$ cat config.mk
export PLATFORM = sky130hd
export DESIGN_NAME = sync_length_tail_deframer_top
export DESIGN_NICKNAME = d
export VERILOG_FILES = /design/src/rtl/sltd_pkg.sv /design/src/rtl/sltd_csr.sv /design/src/rtl/sltd_in_stage.sv /design/src/rtl/sltd_core.sv /design/src/rtl/sltd_out_stage.sv /design/src/rtl/sync_length_tail_deframer_top.sv
export VERILOG_INCLUDE_DIRS = /design/src /design/src/rtl
export SDC_FILE = /design/constraint.sdc
export NUM_CORES = 1
export LEC_CHECK = 0
export ABC_AREA = 0
export BUFFER_PORTS_ARGS = -buffer_cell sky130_fd_sc_hd__buf_4
export CAP_MARGIN = 30
export CORE_MARGIN = 10
export CORE_UTILIZATION = 50
export CTS_CLUSTER_DIAMETER = 30
export DETAILED_ROUTE_END_ITERATION = 10
export PLACE_DENSITY = 0.7
export SLEW_MARGIN = 30
export SYNTH_ARGS = -nofsm -noshare
export SYNTH_HDL_FRONTEND = slang
export SYNTH_HIERARCHICAL = 1
export SYNTH_SLANG_ARGS = --single-unit
$ cat constraint.sdc
create_clock -name clock -period 7.3 [get_ports clock]
set_input_delay 0.73 -clock clock [delete_from_list [all_inputs] [get_ports clock]]
set_output_delay 0.73 -clock clock [all_outputs]
set_load 0.01 [all_outputs]
$ cat src/rtl/sync_length_tail_deframer_top_assert.svh
// Assertion macros for the sync/length/tail deframer.
`ifndef SYNC_LENGTH_TAIL_DEFRAMER_TOP_ASSERT_SVH
`define SYNC_LENGTH_TAIL_DEFRAMER_TOP_ASSERT_SVH

// Same-cycle implication, checked on every clock edge outside reset.
`define SLTD_ASSERT_NOW(label, ante, cons) \
   label: assert property (@(posedge clock) disable iff (reset) (ante) |-> (cons)) \
      else $error("deframer check failed");

// Next-cycle implication.
`define SLTD_ASSERT_NEXT(label, ante, cons) \
   label: assert property (@(posedge clock) disable iff (reset) (ante) |=> (cons)) \
      else $error("deframer check failed");

`endif

$ cat src/rtl/sltd_pkg.sv
// Shared types and codes for the sync/length/tail deframer.
package sltd_pkg;

   localparam int unsigned CSR_IDX_W = 1;
   localparam int unsigned CSR_DATA_W = 32;

   localparam logic [CSR_IDX_W-1:0] CSR_SYNC_WORD = 1'd0;
   localparam logic [CSR_IDX_W-1:0] CSR_TAIL_WORD = 1'd1;

   localparam logic [31:0] SYNC_WORD_RESET = 32'h0FF0_00FF;
   localparam logic [15:0] TAIL_WORD_RESET = 16'h0D0A;

   localparam logic [1:0] KIND_DATA = 2'd0;
   localparam logic [1:0] KIND_GOOD = 2'd1;
   localparam logic [1:0] KIND_DROP = 2'd2;

   typedef struct packed {
      logic [31:0] sync_word;
      logic [15:0] tail_word;
   } sltd_cfg_type;

   typedef struct packed {
      logic [1:0]  kind;
      logic [7:0]  frame_type;
      logic [7:0]  data_byte;
      logic [15:0] byte_index;
      logic [15:0] frame_length;
      logic        last_payload;
   } sltd_result_type;

endpackage

$ cat src/rtl/sltd_csr.sv
// Configuration registers: sync word and tail word.
module sltd_csr (
   input  logic                            clock,
   input  logic                            reset,
   input  logic                            csr_valid,
   output logic                            csr_ready,
   input  logic [sltd_pkg::CSR_IDX_W-1:0]  csr_index,
   input  logic [sltd_pkg::CSR_DATA_W-1:0] csr_data,
   output sltd_pkg::sltd_cfg_type          cfg
);
   import sltd_pkg::*;

   sltd_cfg_type cfg_ff;
   sltd_cfg_type cfg_in;

   assign csr_ready = 1'b1;

   always_comb begin
      cfg_in = cfg_ff;
      if (csr_valid) begin
         case (csr_index)
            CSR_SYNC_WORD: cfg_in.sync_word = csr_data[31:0];
            CSR_TAIL_WORD: cfg_in.tail_word = csr_data[15:0];
            default: cfg_in = cfg_ff;
         endcase
      end
   end

   always_ff @(posedge clock) begin
      if (reset) begin
         cfg_ff.sync_word <= SYNC_WORD_RESET;
         cfg_ff.tail_word <= TAIL_WORD_RESET;
      end else begin
         cfg_ff <= cfg_in;
      end
   end

   assign cfg = cfg_ff;

endmodule

$ cat src/rtl/sltd_in_stage.sv
// Input register for received bytes.
module sltd_in_stage (
   input  logic       clock,
   input  logic       reset,
   input  logic       req_valid,
   output logic       req_stall,
   input  logic [7:0] req_in_byte,
   input  logic       out_free,
   output logic       item_valid,
   output logic [7:0] item_byte,
   output logic       item_fire
);
   import sltd_pkg::*;

   logic       valid_ff;
   logic       valid_in;
   logic [7:0] byte_ff;
   logic       accept;

   assign item_fire = valid_ff && out_free;
   assign req_stall = valid_ff && !out_free;
   assign accept    = req_valid && !req_stall;

   always_comb begin
      if (accept) begin
         valid_in = 1'b1;
      end else if (item_fire) begin
         valid_in = 1'b0;
      end else begin
         valid_in = valid_ff;
      end
   end

   always_ff @(posedge clock) begin
      if (reset) begin
         valid_ff <= 1'b0;
      end else begin
         valid_ff <= valid_in;
      end
   end

   always_ff @(posedge clock) begin
      if (accept) begin
         byte_ff <= req_in_byte;
      end
   end

   assign item_valid = valid_ff;
   assign item_byte  = byte_ff;

endmodule

$ cat src/rtl/sltd_core.sv
// Frame state machine: sync hunt, header, payload and tail check.
module sltd_core (
   input  logic                          clock,
   input  logic                          reset,
   input  logic                          item_fire,
   input  logic [7:0]                    item_byte,
   input  sltd_pkg::sltd_cfg_type        cfg,
   output logic                          res_valid,
   output sltd_pkg::sltd_result_type     res
);
   import sltd_pkg::*;

   localparam logic [2:0] PH_HUNT    = 3'd0;
   localparam logic [2:0] PH_LEN_HI  = 3'd1;
   localparam logic [2:0] PH_LEN_LO  = 3'd2;
   localparam logic [2:0] PH_TYPE    = 3'd3;
   localparam logic [2:0] PH_PAYLOAD = 3'd4;
   localparam logic [2:0] PH_TAIL1   = 3'd5;
   localparam logic [2:0] PH_TAIL2   = 3'd6;

   logic [2:0]  phase_ff,  phase_in;
   logic [1:0]  fill_ff,   fill_in;
   logic [23:0] recent_ff, recent_in;
   logic [15:0] len_ff,    len_in;
   logic [15:0] cnt_ff,    cnt_in;
   logic [7:0]  type_ff,   type_in;
   logic [7:0]  tail1_ff,  tail1_in;

   logic [31:0] window;
   logic [16:0] cnt_next;
   logic        last;

   assign window   = {recent_ff, item_byte};
   assign cnt_next = {1'b0, cnt_ff} + 17'd1;
   assign last     = (cnt_next == {1'b0, len_ff});

   always_comb begin
      phase_in  = phase_ff;
      fill_in   = fill_ff;
      recent_in = recent_ff;
      len_in    = len_ff;
      cnt_in    = cnt_ff;
      type_in   = type_ff;
      tail1_in  = tail1_ff;

      res_valid        = 1'b0;
      res.kind         = KIND_DATA;
      res.frame_type   = type_ff;
      res.data_byte    = 8'd0;
      res.byte_index   = 16'd0;
      res.frame_length = len_ff;
      res.last_payload = 1'b0;

      if (item_fire) begin
         case (phase_ff)
            PH_HUNT: begin
               if (fill_ff == 2'd3 && window == cfg.sync_word) begin
                  phase_in  = PH_LEN_HI;
                  recent_in = 24'd0;
                  fill_in   = 2'd0;
               end else begin
                  recent_in = window[23:0];
                  if (fill_ff != 2'd3) begin
                     fill_in = fill_ff + 2'd1;
                  end
               end
            end
            PH_LEN_HI: begin
               len_in   = {item_byte, 8'h00};
               phase_in = PH_LEN_LO;
            end
            PH_LEN_LO: begin
               len_in   = {len_ff[15:8], item_byte};
               phase_in = PH_TYPE;
            end
            PH_TYPE: begin
               type_in  = item_byte;
               cnt_in   = 16'd0;
               phase_in = (len_ff == 16'd0) ? PH_TAIL1 : PH_PAYLOAD;
            end
            PH_PAYLOAD: begin
               res_valid        = 1'b1;
               res.kind         = KIND_DATA;
               res.data_byte    = item_byte;
               res.byte_index   = cnt_ff;
               res.last_payload = last;
               if (last) begin
                  phase_in = PH_TAIL1;
               end else begin
                  cnt_in = cnt_next[15:0];
               end
            end
            PH_TAIL1: begin
               tail1_in = item_byte;
               phase_in = PH_TAIL2;
            end
            PH_TAIL2: begin
               res_valid = 1'b1;
               res.kind  = ({tail1_ff, item_byte} == cfg.tail_word) ? KIND_GOOD : KIND_DROP;
               phase_in  = PH_HUNT;
               recent_in = 24'd0;
               fill_in   = 2'd0;
            end
            default: begin
               phase_in  = PH_HUNT;
               recent_in = 24'd0;
               fill_in   = 2'd0;
            end
         endcase
      end
   end

   always_ff @(posedge clock) begin
      if (reset) begin
         phase_ff <= PH_HUNT;
         fill_ff  <= 2'd0;
      end else begin
         phase_ff <= phase_in;
         fill_ff  <= fill_in;
      end
   end

   always_ff @(posedge clock) begin
      recent_ff <= recent_in;
      len_ff    <= len_in;
      cnt_ff    <= cnt_in;
      type_ff   <= type_in;
      tail1_ff  <= tail1_in;
   end

endmodule

$ cat src/rtl/sltd_out_stage.sv
// Result register toward the response channel.
module sltd_out_stage (
   input  logic                      clock,
   input  logic                      reset,
   input  logic                      load,
   input  sltd_pkg::sltd_result_type load_res,
   input  logic                      rsp_stall,
   output logic                      rsp_valid,
   output sltd_pkg::sltd_result_type rsp_res,
   output logic                      out_free
);
   import sltd_pkg::*;

   logic            valid_ff;
   logic            valid_in;
   sltd_result_type res_ff;

   assign out_free = !valid_ff || !rsp_stall;

   always_comb begin
      if (load) begin
         valid_in = 1'b1;
      end else if (rsp_stall) begin
         valid_in = valid_ff;
      end else begin
         valid_in = 1'b0;
      end
   end

   always_ff @(posedge clock) begin
      if (reset) begin
         valid_ff <= 1'b0;
      end else begin
         valid_ff <= valid_in;
      end
   end

   always_ff @(posedge clock) begin
      if (load) begin
         res_ff <= load_res;
      end
   end

   assign rsp_valid = valid_ff;
   assign rsp_res   = res_ff;

endmodule

$ cat src/rtl/sync_length_tail_deframer_top.sv
// Top level of the sync/length/tail deframer.
//
// Byte-stream deframer. Frames look like sync (4 bytes, first byte most
// significant in csr sync_word) | length (2 bytes, big-endian) | type (1 byte)
// | payload (length bytes) | tail (2 bytes, compared with csr tail_word).
// While hunting, a 4-byte window slides over the stream one byte at a time;
// a match needs four real bytes since reset or since the last frame ended.
// Each payload byte comes out as one response with kind DATA, its index,
// the frame type and length, and last_payload set on the final byte. After
// the second tail byte one response reports GOOD or DROP, then the hunt
// restarts with an empty window. Header and tail bytes give no response; a
// zero-length frame gives only its GOOD or DROP report. The length is not
// range checked.
// Throughput: one request per clock while req_stall is low. A request waits
// in the input register, then the state machine decides its response in one
// combinational step and loads the result register once that register is
// free, and the response is then on the rsp_ ports. The result register lets
// a new request move forward while the previous response is still waiting;
// rsp_stall reaches req_stall only once both registers are full.
// Configuration: csr index 0 is sync_word, 1 is tail_word; csr_ready is
// always high. Write only while no request is in flight.
module sync_length_tail_deframer_top (
   input  logic                            clock,
   input  logic                            reset,
   // request channel
   input  logic                            req_valid,
   output logic                            req_stall,
   input  logic [7:0]                      req_in_byte,
   // response channel
   output logic                            rsp_valid,
   input  logic                            rsp_stall,
   output logic [1:0]                      rsp_kind,
   output logic [7:0]                      rsp_frame_type,
   output logic [7:0]                      rsp_data_byte,
   output logic [15:0]                     rsp_byte_index,
   output logic [15:0]                     rsp_frame_length,
   output logic                            rsp_last_payload,
   // configuration writes
   input  logic                            csr_valid,
   output logic                            csr_ready,
   input  logic [sltd_pkg::CSR_IDX_W-1:0]  csr_index,
   input  logic [sltd_pkg::CSR_DATA_W-1:0] csr_data
);
   import sltd_pkg::*;

   sltd_cfg_type    cfg;
   logic            out_free;
   logic            item_valid;
   logic [7:0]      item_byte;
   logic            item_fire;
   logic            res_valid;
   sltd_result_type res;
   sltd_result_type rsp_res;

   sltd_csr u_csr (
      .clock     (clock),
      .reset     (reset),
      .csr_valid (csr_valid),
      .csr_ready (csr_ready),
      .csr_index (csr_index),
      .csr_data  (csr_data),
      .cfg       (cfg)
   );

   // Input register: holds one request until the result register can take
   // whatever it produces.
   sltd_in_stage u_in (
      .clock       (clock),
      .reset       (reset),
      .req_valid   (req_valid),
      .req_stall   (req_stall),
      .req_in_byte (req_in_byte),
      .out_free    (out_free),
      .item_valid  (item_valid),
      .item_byte   (item_byte),
      .item_fire   (item_fire)
   );

   // Frame state advances only on item_fire, so a stalled byte is never
   // consumed twice.
   sltd_core u_core (
      .clock     (clock),
      .reset     (reset),
      .item_fire (item_fire),
      .item_byte (item_byte),
      .cfg       (cfg),
      .res_valid (res_valid),
      .res       (res)
   );

   sltd_out_stage u_out (
      .clock     (clock),
      .reset     (reset),
      .load      (res_valid),
      .load_res  (res),
      .rsp_stall (rsp_stall),
      .rsp_valid (rsp_valid),
      .rsp_res   (rsp_res),
      .out_free  (out_free)
   );

   assign rsp_kind         = rsp_res.kind;
   assign rsp_frame_type   = rsp_res.frame_type;
   assign rsp_data_byte    = rsp_res.data_byte;
   assign rsp_byte_index   = rsp_res.byte_index;
   assign rsp_frame_length = rsp_res.frame_length;
   assign rsp_last_payload = rsp_res.last_payload;

`include "sync_length_tail_deframer_top_assert.svh"

   // a result is only produced from a byte that actually moved
   `SLTD_ASSERT_NOW(a_res_needs_fire, res_valid, item_fire && item_valid)
   // payload index always inside the announced length
   `SLTD_ASSERT_NOW(a_index_in_range, rsp_valid && rsp_kind == KIND_DATA,
                    rsp_byte_index < rsp_frame_length)
   // last flag only on payload bytes
   `SLTD_ASSERT_NOW(a_last_is_data, rsp_valid && rsp_last_payload, rsp_kind == KIND_DATA)
   // a held response keeps the request side blocked only if the input register is full
   `SLTD_ASSERT_NOW(a_stall_needs_item, req_stall, item_valid && rsp_valid && rsp_stall)

endmodule
* Word-level counts from Yosys, hierarchy flattened
Cells that the tools add are included.
** Word-level totals
- Logic and storage cells :: 87
- Output and inout bits :: 54
- Bits in registers :: 186
- Input bits :: 46
** Operators by class
- Bitwise gates (word level) :: 3
- Reductions and logical operators :: 28
- Equality and inequality tests :: 16
- Mux-type cells :: 19
- Add/subtract/negate cells :: 2
** Operator list (count)
- $pmux W16 S2 :: 2
- $pmux W24 S2 :: 1
- $eq A32 B32 Y1 :: 1
- $mux W24 :: 1
- $pmux W3 S6 :: 1
- $add A16 B1 Y17 const B :: 1
- $eq A17 B16 Y1 :: 1
- $eq A16 B16 Y1 :: 1
- $logic_not A16 Y1 :: 1
- $mux W16 :: 1
- $reduce_and A2 Y1 :: 8
- $reduce_and A3 Y1 :: 4
- $eq A3 B3 Y1 const B :: 3
- $mux W1 :: 7
- $eq A3 B2 Y1 const B :: 2
- $mux W2 :: 3
- $mux W3 :: 2
- $ne A2 B1 Y1 const B :: 3
- $reduce_bool A2 Y1 :: 3
- $reduce_or A5 Y1 :: 1
- $logic_and A1 B1 Y1 :: 4
- $logic_not A1 Y1 :: 4
- $ne A2 B2 Y1 const B :: 2
- $pmux W2 S2 :: 1
- other kinds (8) :: 10

* Logic depth before layout (Yosys ltp)
Gate-level depths: netlist of run 1.
- Depth after elaboration :: 7
- Mapped depth :: 9
- Gate-level depth less buffers :: 8

* By module
The synthesis of run 1 kept the hierarchy.
** By module, submodules not included
- sltd_core :: area an instance 4640.7 um^2, times used 1, seq. area each 2262.2 um^2, cells an instance 421
- sltd_csr :: area an instance 2048.2 um^2, times used 1, seq. area each 960.9 um^2, cells an instance 206
- sltd_out_stage :: area an instance 1564.0 um^2, times used 1, seq. area each 1551.5 um^2, cells an instance 55
- sltd_in_stage :: area an instance 296.5 um^2, times used 1, seq. area each 260.2 um^2, cells an instance 13

* Worst setup path after synthesis of run 1
Ideal clock, no wire load.
- Path kind :: input to register
- From :: in rsp_stall
- To :: reg u_out.res_ff, in the netlist u_out/rsp_res[50], data pin
- Library setup time :: 0.149 ns
- Setup slack :: 3.425 ns
- Stages on the path :: 6
- Data arrival time :: 3.726 ns
- Path buffers :: 0
- Data required time :: 7.151 ns
- Cells stage by stage :: nand2_1 > and2_1 > inv_1 > nor2_1 > nand2_1 > nor2b_1
** Between the ends
- Cells in the longest elaborated chain, start to end :: 4
** Ends and longest elaborated chain
- start: declaration :: line sync_length_tail_deframer_top.sv:31 : input logic rsp_stall,
- $logic_not A1 Y1 :: line sltd_out_stage.sv:18 : assign out_free = !valid_ff || !rsp_stall;
- $logic_or A1 B1 Y1 :: line sltd_out_stage.sv:18
- $logic_and A1 B1 Y1 :: line sltd_in_stage.sv:20 : assign item_fire = valid_ff && out_free;
- named net item_fire :: line sync_length_tail_deframer_top.sv:50 : logic item_fire;
- $reduce_and A2 Y1 (no source line)
- end signal: assignment :: line sltd_out_stage.sv:40 : res_ff <= load_res;
- end: declaration :: line sltd_out_stage.sv:16 : sltd_result_type res_ff;
The timed path passes the listed nets, and every way through them passes these cells.
A chain may end at the register's enable or synchronous reset.

* Final worst setup path of run 1
- From :: reg u_core.cnt_ff[0]
- To :: reg u_core.cnt_ff[1] (enable)
** Between the ends
- Cells in the longest elaborated chain, start to end :: 4
** Ends and longest elaborated chain
- start: declaration :: line sltd_core.sv:25 : logic [15:0] cnt_ff, cnt_in;
- start signal: assignment :: line sltd_core.sv:126 : cnt_ff <= cnt_in;
- $add A16 B1 Y17 :: line sltd_core.sv:34 : assign cnt_next = {1'b0, cnt_ff} + 17'd1;
- $eq A17 B16 Y1 :: line sltd_core.sv:35 : assign last = (cnt_next == {1'b0, len_ff});
- $ne A2 B2 Y1 (no source line)
- $reduce_and A3 Y1 (no source line)
No other way between the ends.

==> results of run 1 <==
[worst paths after layout]
check / from / slack, ns / cells past startpoint / end
hold / removal: u_core/type_ff[7] / 0.42 / 0 / u_out/rsp_res[48]
hold reg to reg: u_core/type_ff[7] / 0.42 / 0 / u_out/rsp_res[48]
setup / recovery: u_core/cnt_ff[0] / 4.25 / 9 / u_core/cnt_ff[1]
setup reg to reg: u_core/cnt_ff[0] / 4.25 / 9 / u_core/cnt_ff[1]
[power by group through the flow]
stage	Combinational [mW]	Sequential (mW)	Clock, mW
2_1_floorplan	0.0695	1.18	0
3_3_place_gp	0.0974	1.19	0
3_5_place_dp	0.0998	1.19	0
4_1_cts	0.101	1.17	0.905
5_1_grt	0.109	1.17	0.950
6_report	0.100	1.17	0.891
[stage by stage]
stage / util (%) / total power [mW]
3_3_place_gp: 55.9 / 1.29
3_5_place_dp: 55.9 / 1.29
6_report: 59.3 / 2.16
5_1_grt: 59.3 / 2.23
4_1_cts: 59.3 / 2.17
2_1_floorplan: - / 1.25
[Yosys cell counts (all sizes together), types with 2 or more instances]
master,n
edfxtp,131
nor2,66
dfxtp,55
xnor2,53
and2,38
nand2b,29
and3,28
mux2i,28
buf,27
xor2,25
nand3,22
o21ai,18
a21oi,17
nand2,17
clkbuf,16
nand4,16
nor4,16
nor2b,13
nand4bb,11
nor3,8
a21bo,6
inv,6
a211oi,5
nor3b,4
a211o,3
and4,3
o211ai,3
a21o,2
ha,2
nor4b,2
o2111ai,2
[registers in the layout, summed over array words and instances (netlist names)]
name and flops:
u_core/cnt_ff 16, u_core/fill_ff 2, u_core/len_ff 16, u_core/phase_ff 3, u_core/recent_ff 24, u_core/tail1_ff 8, u_core/type_ff 8, u_csr/cfg 48
u_in/item_byte 8, u_in/item_valid 1, u_out/rsp_res 51, u_out/rsp_valid 1
[layout make-up]
class	instances	area (µm²)
Tap cell	220	275
Clock inverter	13	136
Timing Repair Buffer	104	781
Clock buffer	19	433
Fill cell	1384	6790
Multi-Input combinational cell	460	3230
Inverter	6	22.5
Sequential cell	186	5030
[cells by family (layout without fill, tap and decap cells)]
group / after synthesis / after routing / share of synthesized area (%)
AOI/OAI and AO/OA: 69 / 69 / 5.44
muxes: 29 / 29 / 3.41
buffers and inverters: 49 / 142 / 3.67
DFF: 186 / 186 / 58.9
xor gates and xnor gates: 79 / 79 / 8.27
adders and majority gates: 2 / 2 / 0.293
other: 1 / 1 / 0.0439
and+or+nand+nor: 280 / 280 / 20.0
[layer usage]
metal / up-vias / wire, µm / global-route usage [%]
met5: - / 0 / 0
met1: 2746 / 8650 / 22.2
met4: 0 / 382 / 5.68
met3: 33 / 1090 / 3.84
met2: 210 / 10300 / 30.2
li1: 2669 / - / -
==> impl_metrics.env, run 1 <==
export IMPL_drt_pass1_iter_count=6
export IMPL_status="completed"
export IMPL_tns_ns=0
export IMPL_grt_max_degree=88
export IMPL_cts_root_buf="clkbuf_16"
export IMPL_finalClockSkew_ns=0.0107
export IMPL_yosysSeqAreaShare_pct=58.9
export IMPL_final_net_count=823
export IMPL_core_area_mm2=0.0167
export IMPL_overflow=0
export IMPL_clock_sinks=186
export IMPL_setup_viol=0
export IMPL_holdBufCountCts=0
export IMPL_place_ws_ns=4.17
export IMPL_synth_edf_count=131
export IMPL_timing_fmax_mhz=328
export IMPL_seqPwrFrac_pct=54.1
export IMPL_crit_path_cell_trace="ha_1 -> nand3_1 -> nor4_4 -> nor3b_1 -> a211oi_1 -> nand4_1 -> nor4_1 -> o31ai_2 -> buf_4"
export IMPL_leakagePower_nw=3.53
export IMPL_power_density_mw_per_mm2=218
export IMPL_final_period_utilization_pct=41.7
export IMPL_dpl_cell_area_mm2=0.00933
export IMPL_fin_ws_ns=4.25
export IMPL_cts_tree="built"
export IMPL_die_h_um=151
export IMPL_syn_area_per_cell_um2=12.3
export IMPL_cp_start_kind="flip-flop"
export IMPL_worstMarginPinSlew_ns=0.935
export IMPL_die_w_um=151
export IMPL_h_tree_depth=4
export IMPL_layout_cells_non_filler=1008
export IMPL_ys_types=68
export IMPL_slew_headroom_pct=37.6
export IMPL_crit_required_ns=7.46
export IMPL_drv_slew=0
export IMPL_synthCells=695
export IMPL_start_util_pct=51.2
export IMPL_synth_nets=743
export IMPL_worst_ir_drop_vdd_v=0.000169
export IMPL_routabilityCongestion=0.989
export IMPL_netlist_area_leader_share_pct=46.0
export IMPL_cts_buffers_inserted=17
export IMPL_cap_violations=0
export IMPL_cts_resized=0
export IMPL_cp_slowest_cell="edfxtp_1"
export IMPL_cts_buffer_depth=2
export IMPL_cp_arrival_ns=3.21
export IMPL_port_buffer_count=98
export IMPL_diodes=0
export IMPL_path_max_fanout=16
export IMPL_synthArstFlopShare_pct=0
export IMPL_routed_via_density=5.61
export IMPL_layout_common_cells="edfxtp_1, buf_4, nor2_1, dfxtp_1, xnor2_1"
export IMPL_ys_warn_count=6
export IMPL_worstSetupPathType="reg -> reg"
export IMPL_whs_ns=0.419
export IMPL_critPathTopFamily="simple AND/OR/NAND/NOR gates"
export IMPL_synth_area_mm2=0.00855
export IMPL_rows=47
export IMPL_yosysTopAreaCell="edfxtp_1"
export IMPL_grt_total_usage_pct=17.8
export IMPL_post_cts_setup_buffers=0
export IMPL_slowest_delay_ns=0.49
export IMPL_antenna_found_initial=0
export IMPL_end_kind="flip-flop"
export IMPL_power_frac_comb_pct=4.7
export IMPL_switching_share_pct=22.5
export IMPL_clk_latency_ns=0.43
export IMPL_path_clk_slew_ns=0.07
export IMPL_p_clk_share_pct=41.3
export IMPL_dp_hpwl_mm=14.3
export IMPL_ant_nets=0
export IMPL_synth_seq_cells=186
export IMPL_hold_viol=0
export IMPL_dr_first_iter_drc_count=535
export IMPL_mostFrequentLayoutCell="edfxtp_1"
export IMPL_p_int_mw=1.67
export IMPL_area_growth_pct=15.9
export IMPL_dp_cells=976
export IMPL_crit_buf_inv=1
export IMPL_dieArea_mm2=0.0227
export IMPL_vias=5658
export IMPL_rsz0062_at_grt="no"
export IMPL_grt_pass1_wl_mm=31.6
export IMPL_hold_path_class="reg -> reg"
export IMPL_detail_route_wl_per_cell_um=20.3
export IMPL_p_sw_mw=0.485
export IMPL_synth_ff_type="edfxtp_1"
export IMPL_first_global_vias=5785
export IMPL_io_pins=100
export IMPL_fin_area_mm2=0.00991
export IMPL_drcViolationCount=0
export IMPL_fin_crit_ns=3.05
export IMPL_synth_area_top_cells="edfxtp_1, dfxtp_1, xnor2_1"
export IMPL_wl_mm=20.4
export IMPL_drive_gt1_share_pct=20.2
(Power assumes the default switching activity.)
==> inputs of run 2 (changes only) <==
==> constraint.sdc (replaced) <==
create_clock -name clock -period 3.15 [get_ports clock]
set_input_delay 0.315 -clock clock [delete_from_list [all_inputs] [get_ports clock]]
set_output_delay 0.315 -clock clock [all_outputs]
set_load 0.01 [all_outputs]
==> run 2 against run 1 <==
Effect of this change:
- routed wire length increased by 4.9%
- sequential share of layout area shrank 0.82 points
- clock power up 140%
- maximum frequency up 4.3%
- core utilization increased by 0.97 points
- non-clock buffer count grew 17
- die area unchanged
- final cell count grew 1.7%
- clock skew up 0.010 ns
- clock-buffer cell count shrank 1
- critical path type unchanged
- critical endpoint is now u_core/cnt_ff[4]
- largest cell class unchanged
- largest power group unchanged
==> impl_metrics.env, run 2 (synthesis gave the netlist of run 1 again) <==
export IMPL_hold_path_class="in -> reg"
export IMPL_status="completed"
export IMPL_die_h_um=151
export IMPL_layout_common_cells="edfxtp_1, buf_4, nor2_1, dfxtp_1, xnor2_1"
export IMPL_dpl_cell_area_mm2=0.00948
export IMPL_h_tree_depth=4
export IMPL_mostFrequentLayoutCell="edfxtp_1"
export IMPL_die_w_um=151
export IMPL_routed_via_density=5.55
export IMPL_reg2reg_setup_slack_ns=0.23
export IMPL_cts_root_buf="clkbuf_16"
export IMPL_cp_arrival_ns=3.10
export IMPL_timing_fmax_mhz=342
export IMPL_rows=47
export IMPL_seq_area_mm2=0.00503
export IMPL_whs_ns=0.0490
export IMPL_cp_start_kind="flip-flop"
export IMPL_hold_viol=0
export IMPL_path_clk_slew_ns=0.07
export IMPL_setup_viol=0
export IMPL_area_growth_pct=17.8
export IMPL_cts_tree="built"
export IMPL_dp_hpwl_mm=15.4
export IMPL_wl_mm=21.4
export IMPL_clk_latency_ns=0.44
export IMPL_core_area_mm2=0.0167
export IMPL_final_core_util_pct=60.3
export IMPL_power_density_mw_per_mm2=503
export IMPL_reg2reg_depth=8
export IMPL_fin_crit_ns=2.92
export IMPL_detail_route_wl_per_cell_um=20.9
export IMPL_worstSetupPathType="reg -> reg"
export IMPL_total_power_mw=5.06
export IMPL_critPathTopFamily="simple AND/OR/NAND/NOR gates"
export IMPL_overflow=0
export IMPL_layout_cells_non_filler=1025
export IMPL_antenna_found_initial=0
export IMPL_crit_buf_inv=1
export IMPL_ant_nets=0
export IMPL_drive_gt1_share_pct=21.7
export IMPL_crit_path_start="u_core/cnt_ff[3]"
export IMPL_diodes=0
export IMPL_grt_max_degree=88
export IMPL_worstMarginPinSlew_ns=0.923
export IMPL_dp_cells=993
export IMPL_routabilityCongestion=0.926
export IMPL_fillers=1391
export IMPL_largest_reg_flops=51
export IMPL_reg2reg_to="u_core/cnt_ff[4]"
export IMPL_drcViolationCount=0
export IMPL_finalClockSkew_ns=0.0211
export IMPL_start_util_pct=51.2
export IMPL_dieArea_mm2=0.0227
export IMPL_drv_slew=0
export IMPL_clock_sinks=186
export IMPL_cp_slowest_cell="edfxtp_1"
export IMPL_leakagePower_nw=3.63
export IMPL_final_net_count=840
export IMPL_regToRegStartpoint="u_core/cnt_ff[3]"
export IMPL_cts_buffer_depth=2
export IMPL_fin_area_mm2=0.0101
export IMPL_crit_path_cell_trace="nand4_4 -> nor4_4 -> nor2_1 -> a211oi_1 -> nand4_1 -> nor4_2 -> o31ai_2 -> buf_12"
export IMPL_worst_ir_drop_vdd_v=0.000417
export IMPL_slowest_delay_ns=0.59
export IMPL_cap_violations=0
export IMPL_end_kind="flip-flop"
export IMPL_grt_pass1_wl_mm=33.1
export IMPL_dr_first_iter_drc_count=461
export IMPL_crit_required_ns=3.33
export IMPL_cts_buffers_inserted=17
export IMPL_port_buffer_count=98
export IMPL_endpoint="u_core/cnt_ff[4]"
export IMPL_drt_pass1_iter_count=5
export IMPL_hold_depth=1
export IMPL_first_global_vias=5829
export IMPL_vias=5686
export IMPL_cp_depth=8
export IMPL_multiInputGateArea_mm2=0.00322
export IMPL_final_period_utilization_pct=92.7
export IMPL_io_pins=100
export IMPL_path_max_fanout=16
export IMPL_slew_headroom_pct=38.3
export IMPL_grt_total_usage_pct=18.9
run 2: power by group:
group          leakage, nW  total (mW)  switching [mW]  internal (mW)
clock network        0.283        2.11           0.986           1.12
registers             1.59        2.68          0.0378           2.64
logic                 1.76       0.271           0.142          0.128
total                 3.63        5.06            1.17           3.90
run 2: worst register-to-register path, cell delays in order (launching register included):
cell      delay (ns)
edfxtp_1        0.59
nand4_4         0.34
nor4_4          0.44
nor2_1          0.12
a211oi_1        0.26
nand4_1         0.17
nor4_2          0.45
o31ai_2         0.12
buf_12          0.18
run 2: what timing repair did:
| action | in CTS | in global routing |
|---|---|---|
| resized for setup | 0 | 1 |
| setup endpoints to repair | 0 | 16 |
| buffers inserted | 0 | 0 |
| hold buffers | 0 | 0 |
run 2: worst min-delay path by stage:
stage                            from                  to
global placement    u_core/type_ff[4]   u_out/rsp_res[45]
CTS                    req_in_byte[7]   u_in/item_byte[7]
finish                 req_in_byte[7]   u_in/item_byte[7]
floorplan                       reset  u_core/phase_ff[2]
detailed placement  u_core/type_ff[5]   u_out/rsp_res[46]
global route           req_in_byte[7]   u_in/item_byte[7]
run 2: final cells by class:
type | count | share of cell area (%)
Sequential cell | 186 | 50.0
Multi-Input combinational cell | 460 | 32.0
Timing Repair Buffer | 121 | 9.27
Clock buffer | 18 | 4.26
Tap cell | 220 | 2.73
Clock inverter | 14 | 1.53
Inverter | 6 | 0.224
run 2: metal layers:
metal	GRT usage, %	vias to the layer above	share of wire (%)
met2	33.1	155	53
met4	5.87	0	1.7
met3	3.24	28	3.6
met5	0	-	0
li1	-	2694	-
met1	23.2	2809	42
run 2: metrics by stage:
| stage | worst slack [ns] | TNS, ns |
|---|---|---|
| 6_report | 0.230 | 0 |
| 5_1_grt | -0.00128 | -0.00222 |
| 4_1_cts | 0.205 | 0 |
| 3_5_place_dp | 0.223 | 0 |
| 3_3_place_gp | 0.299 | 0 |
| 2_1_floorplan | 0.400 | 0 |
